## src/design/tlh_pkg.sv

```systemverilog
// tlh_pkg: shared types and constants for the thermal level block
// level codes, queue entry and config write bundle; no dependencies

package tlh_pkg;

  localparam int TEMP_W = 16;
  localparam int DEG_W  = 10;
  localparam int LVL_W  = 2;
  localparam int CFG_IDX_W = 2;

  localparam logic [LVL_W-1:0] LVL_LOW      = 2'd0;
  localparam logic [LVL_W-1:0] LVL_HIGH     = 2'd1;
  localparam logic [LVL_W-1:0] LVL_THROTTLE = 2'd2;
  localparam logic [LVL_W-1:0] LVL_CRIT     = 2'd3;

  localparam logic [CFG_IDX_W-1:0] REG_CRITICAL_ON = 2'd0;
  localparam logic [CFG_IDX_W-1:0] REG_THROTTLE_ON = 2'd1;
  localparam logic [CFG_IDX_W-1:0] REG_FAN_ON      = 2'd2;
  localparam logic [CFG_IDX_W-1:0] REG_FAN_OFF     = 2'd3;

  localparam logic signed [DEG_W-1:0] CRITICAL_ON_RST = 10'sd85;
  localparam logic signed [DEG_W-1:0] THROTTLE_ON_RST = 10'sd70;
  localparam logic signed [DEG_W-1:0] FAN_ON_RST      = 10'sd45;
  localparam logic signed [DEG_W-1:0] FAN_OFF_RST     = 10'sd40;

  // hysteresis below the critical and throttle on-thresholds, whole degrees
  localparam logic signed [DEG_W:0] HYST_DEG = 11'sd2;

  // x / 100 as (x * 5243) >> 19, exact for magnitudes up to 32768
  localparam int DIV_MUL_W = 13;
  localparam logic [DIV_MUL_W-1:0] DIV_MUL = 13'd5243;
  localparam int DIV_SHIFT = 19;

  localparam int QUEUE_DEPTH = 2;

  typedef struct packed {
    logic                    cmd;
    logic signed [DEG_W-1:0] temp_deg;
  } qent_t;

  typedef struct packed {
    logic                    we;
    logic [CFG_IDX_W-1:0]    index;
    logic [DEG_W-1:0]        wdata;
  } cfg_wr_t;

endpackage

```

## src/design/tlh_queue.sv

```systemverilog
// tlh_queue: two-entry queue between front and back
// depends on tlh_pkg

module tlh_queue import tlh_pkg::*; (
  input  logic  clk,
  input  logic  rst,
  input  logic  push,
  input  qent_t push_data,
  output logic  full,
  input  logic  pop,
  output qent_t pop_data,
  output logic  empty
);

  localparam int PTR_W = $clog2(QUEUE_DEPTH);
  localparam int CNT_W = $clog2(QUEUE_DEPTH + 1);

  qent_t            mem [QUEUE_DEPTH];
  logic [PTR_W-1:0] wr_ptr;
  logic [PTR_W-1:0] rd_ptr;
  logic [CNT_W-1:0] count;

  assign full     = (count == CNT_W'(QUEUE_DEPTH));
  assign empty    = (count == '0);
  assign pop_data = mem[rd_ptr];

  always_ff @(posedge clk) begin
    if (push) begin
      mem[wr_ptr] <= push_data;
    end
  end

  always_ff @(posedge clk) begin
    if (rst) begin
      wr_ptr <= '0;
      rd_ptr <= '0;
      count  <= '0;
    end else begin
      if (push) begin
        wr_ptr <= (wr_ptr == PTR_W'(QUEUE_DEPTH - 1)) ? '0 : wr_ptr + 1'b1;
      end
      if (pop) begin
        rd_ptr <= (rd_ptr == PTR_W'(QUEUE_DEPTH - 1)) ? '0 : rd_ptr + 1'b1;
      end
      case ({push, pop})
        2'b10:   count <= count + 1'b1;
        2'b01:   count <= count - 1'b1;
        default: count <= count;
      endcase
    end
  end

  a_count_bound: assert property (@(posedge clk) disable iff (rst)
    count <= CNT_W'(QUEUE_DEPTH))
    else $error("queue count beyond depth");

  a_no_pop_empty: assert property (@(posedge clk) disable iff (rst)
    pop |-> !empty)
    else $error("pop from empty queue");

  a_no_push_full: assert property (@(posedge clk) disable iff (rst)
    push |-> !full || pop)
    else $error("push into full queue");

endmodule

```

## config.mk

```make
export PLATFORM = sky130hd
export DESIGN_NAME = tlh_queue
export DESIGN_NICKNAME = d
export VERILOG_FILES = /design/src/design/tlh_pkg.sv /design/src/design/tlh_queue.sv
export SDC_FILE = /design/constraint.sdc
export NUM_CORES = 1
export LEC_CHECK = 0
export ABC_AREA = 0
export BUFFER_PORTS_ARGS = -buffer_cell sky130_fd_sc_hd__buf_2
export CAP_MARGIN = 40
export CORE_ASPECT_RATIO = 0.7
export CORE_MARGIN = 2
export CORE_UTILIZATION = 44
export DETAILED_ROUTE_END_ITERATION = 16
export PLACE_DENSITY = 0.81
export SYNTH_ARGS = -nofsm -noshare
export SYNTH_HDL_FRONTEND = slang
export SYNTH_SLANG_ARGS = --single-unit
```

## constraint.sdc

```tcl
create_clock -name clk -period 1.2 [get_ports clk]
set_input_delay 0.24 -clock clk [delete_from_list [all_inputs] [get_ports clk]]
set_output_delay 0.24 -clock clk [all_outputs]
set_load 0.02 [all_outputs]
```

# [Yosys cells after proc, flatten, opt, wreduce, memory -nomap -nowiden]
# Memory sizes are Yosys's and may differ from the RTL's. A register that Yosys moved wholly into a read port is not among the register bits.
# Cells that the tools add are included.
[word_totals] reg_bits=4 ram_bits=22 in_bits=15 out_inout_bits=13 word_cells=20 n_memories=1
[memory_table] name="mem" depth=2 width=11 read_ports=1 rd_clocked_by_memory_dff=1 wr=1 line_no="tlh_queue.sv:18" source="qent_t mem [QUEUE_DEPTH];"
[classes] add_sub_neg=4 n_eq_ne=3 n_mux=7 reduce_logical=2
[op_table] operator="1-bit two-way mux" n=6
[op_table] operator="2-bit == test (second input constant)" n=2
[op_table] operator="2-bit case mux with 2 select lines" n=1
[op_table] operator="1-bit adder (second input constant)" n=2
[op_table] operator="2-bit by 1-bit adder with 2-bit output (second input constant)" n=1
[op_table] operator="2-bit by 1-bit == test with 1-bit output (second input constant)" n=1
[op_table] operator="2-bit logical NOT" n=1
[op_table] operator="2-bit nonzero test" n=1
[op_table] operator="2-bit by 1-bit subtractor with 2-bit output (second input constant)" n=1

# [Depth between registers and ports, before layout]
[logic_depth] depth_word=4 ltp_mapped=5 ltp_nobuf=5

# [Worst setup path before layout]
# Ideal clock, no wire load.
[synth_timing] path_type="reg-to-reg" start="register wr_ptr" end="memory mem[0][0] in the netlist's numbering, enable pin" setup_ns=0.378 t_arrival_ns=0.818 required_time_ns=0.822 slack_ns=0.003 stages_incl_launch_ff=2 n_path_buf=0 cell_sequence="dfxtp_1 nor2_1"
[synth_rtl] element="start: declaration" line_no="tlh_queue.sv:19" source="logic [PTR_W-1:0] wr_ptr;"
[synth_rtl] element="start signal: assignment" line_no="tlh_queue.sv:40" source="wr_ptr <= (wr_ptr == PTR_W'(QUEUE_DEPTH - 1)) ? '0 : wr_ptr + 1'b1;"
[synth_rtl] element="end: declaration" line_no="tlh_queue.sv:18"
# Straight into the memory's write port.

==> impl_metrics.py <==
metrics = {
    "floorplanning": {
        "die_y_um": 43.78,
        "core_mm2": 0.002137,
        "die_w_um": 60.83,
        "pin_count": 28,
        "rows": 14,
        "dieArea_mm2": 0.002663,
        "start_util": 0.4655,
    },
    "worst_hold_path": {
        "hold_path_end": "mem[1][4]",
        "min_path_cells": 1,
        "min_path_type": "in2reg",
        "hold_start": "push_data[4]",
    },
    "synth": {
        "synth.avg_cell_area_um2": 17.76,
        "syn_inst": 56,
        "ys_ff_latch": 27,
        "synthMuxAreaShare": 0.1245,
        "synthTopCellsByArea": "edfxtp_1 66%, mux2_2 12%, dfxtp_1 10%",
        "syn_nets": 72,
        "synth-edff-count": 22,
        "yosysTopAreaCell": "edfxtp_1",
        "async_reset_ff_frac": 0,
        "synth_cell_type_count": 14,
        "synth_xor_area_frac": 0.03522,
        "ys_warn_count": 0,
        "synth-compound-area-share": 0.01006,
        "synth-seq-area-share": 0.7648,
        "synth_top_area_share": 0.6642,
        "ys_top_cells_by_count": "22 x edfxtp_1, 11 x mux2_2, 6 x nor2_1, 5 x dfxtp_1, 3 x xnor2_1",
        "synth-simple-area-share": 0.04403,
        "netlist_area_um2": 994.7,
        "synth_flop_cell": "edfxtp_1",
        "synth.most_common_cell": "edfxtp_1",
        "synthAdderAreaFrac": 0.01258,
        "synth_top_family_by_area": "multiplexers",
    },
    "finish": {
        "nets": 112,
        "fin_area_mm2": 0.001406,
        "final_util": 0.6581,
        "syn_to_final_growth_pct": 41.38,
        "drive_above_1_share": 0.6000,
        "diodes": 0,
    },
    "detailed_routing": {
        "drtIter0Drc": 6,
        "firstDrtPassIters": 3,
        "via_count": 566,
        "ant_nets": 0,
        "drcViolationCount": 0,
        "wirelength_um": 1740,
        "wl_per_cell_um": 13.70,
        "drt-vias-per-instance": 4.457,
    },
    "worst_setup_path": {
        "worstReg2RegStart": "count[0]",
        "worst_setup_path_start_kind": "flop",
        "worstRegToRegCells": 4,
        "rrSetupSlack_ns": 0.09,
        "required_ns": 0.96,
        "cp-end-kind": "output port",
        "critPathMaxStageDelay_ns": 0.37,
        "crit_slowest_cell": "dfxtp_2",
        "critPathBufInv": 2,
        "critPathTopFamily": "flip-flops",
        "timing.rr.end": "count[1]",
        "cp.arrival_ns": 1.27,
        "cpMostUsedCell": "buf_6",
        "worstSetupPathType": "reg2out",
        "path_cells": "buf_6, mux2_4, buf_6",
        "crit_fanout": 6,
    },
    "cts": {
        "cts_hold_buf": 0,
        "cts_buffers": 3,
        "clkSinkCount": 27,
        "clock_latency_ns": 0.32,
        "cts_tree": "done",
        "clk_pin_slew_worst_paths_ns": 0.13,
        "clockBufferDepth": 2,
        "ctsHtreeMaxLevel": 1,
        "cts_root_buffer": "clkbuf_4",
    },
    "outcome": {
        "status": "finished with violations",
        "violations": "negative setup slack",
    },
    "sta": {
        "setup_viol": 13,
        "drv_slew": 0,
        "rsz0062_at_grt": "yes",
        "maxSlewHeadroom": 0.8083,
        "worst_slew_pin_slew_ns": 0.2876,
        "hold_violations": 0,
        "skew_ns": 0.0006969,
        "min_period_ns": 1.511,
        "fmax_mhz": 661.9,
        "finalCritPeriodShare": 1.259,
        "layout_setup_ws_ns": -0.3108,
    },
    "global_route": {
        "grt_max_degree": 16,
        "globalRoute.totalOverflow": 0,
        "grt_pass1_wl_um": 2829,
        "grt_pass1_vias": 637,
        "grt_util_all_layers": 0.1525,
        "antenna_found_initial": 0,
    },
    "power": {
        "power_switching_uw": 485.6,
        "combPwrFrac": 0.236,
        "p_int_mw": 1.465,
        "p_sw_frac": 0.2489,
        "power_frac_clock": 0.193,
        "ir_drop_uv": 829.6,
        "p_leak_nw": 0.5805,
        "seq_power_share": 0.571,
        "powerDensity_mw_per_mm2": 1387,
    },
    "placed_design": {
        "pre_cts_ws_ns": -0.06981,
        "dpl_cell_area_mm2": 0.001217,
        "io_buffers": 27,
        "place_congestion": 0.6808,
    },
    "job": {
        "maxCapViolations": 0,
    },
}
==> state kept, by name, indices dropped and copies added, names as in the netlist, named ones only <==
| register | count |
|---|---|
| mem | 22 |
| count | 2 |
| rd_ptr | 1 |
| wr_ptr | 1 |
==> cell type report <==
type	count	area (µm²)
fill	178	730.7
timing repair buffer	36	295.3
clock inverter	1	5.005
tap	32	40.04
inverter	1	3.754
sequential	27	764.5
multi-input combinational	27	275.3
clock buffer	3	22.52
==> worst register-to-register path, delay by kind of cell (launching register included) <==
| family | cells | cell delay (ns) |
|---|---|---|
| simple gates | 1 | 0.31 |
| flops | 1 | 0.36 |
| xor+xnor | 1 | 0.13 |
| buf+inv | 1 | 0.12 |
| compound gates | 1 | 0.14 |
==> layout by cell type, fill, tap and decap left out, types with 2 or more instances in the layout <==
cell type  instances
edfxtp_1          22
buf_6             16
buf_2             14
mux2_4            11
buf_4              6
nor2_1             5
xnor2_1            3
dfxtp_2            3
clkbuf_4           3
dfxtp_1            2
==> how the worst max path moves through the flow <==
| stage | from | endpoint | slack (ns) | depth (start not counted) |
|---|---|---|---|---|
| CTS | flop | pop_data[10] | -0.33 | 3 |
| finish | flop | pop_data[10] | -0.31 | 3 |
| global placement | push | count[1] | -0.05 | 5 |
| detailed placement | push | count[1] | -0.07 | 5 |
| floorplan | wr_ptr | mem[0][0] | 0.003 | 1 |
| global route | flop | pop_data[10] | -0.36 | 3 |
==> layer usage <==
layer	vias up	part of all wire	global-route usage
met5	-	0	0
met1	266	0.43	0.1949
met2	18	0.51	0.2452
met3	0	0.059	0.06866
li1	282	-	-
met4	0	0	0.02609
==> power groups by stage <==
stage	Combinational [mW]	Sequential, mW	Clock [mW]
6_report	0.461	1.11	0.376
5_1_grt	0.494	1.12	0.421
4_1_cts	0.438	1.11	0.386
3_5_place_dp	0.319	1.13	0
3_3_place_gp	0.312	1.12	0
2_1_floorplan	0.194	1.12	0
==> logic make-up after synthesis <==
group,after synthesis
AOI/OAI and AO/OA,2
xor gates and xnor gates,4
adders and majority gates,1
buffers and inverters,2
DFF,27
muxes,11
and+or+nand+nor,9
==> timing repair <==
action / 4_1_cts / 5_1_grt
setup buffers: 1 / 1
gates cloned: 0 / 0
pin swaps: 0 / 0
endpoints found under the setup margin: 23 / 13
gates resized for setup: 41 / 5
==> metrics by stage <==
stage	total power [mW]	TNS [ns]	std cells	hold WS (ns)
after floorplan	1.318	0	56	0.3091
after global placement	1.437	-0.04958	121	0.4271
after detailed placement	1.448	-0.4528	121	0.4310
after CTS	1.931	-3.605	126	0.08711
after global routing	2.037	-4.091	127	0.07230
final	1.951	-3.429	127	0.09849
Power figures use the tool's default switching activity.
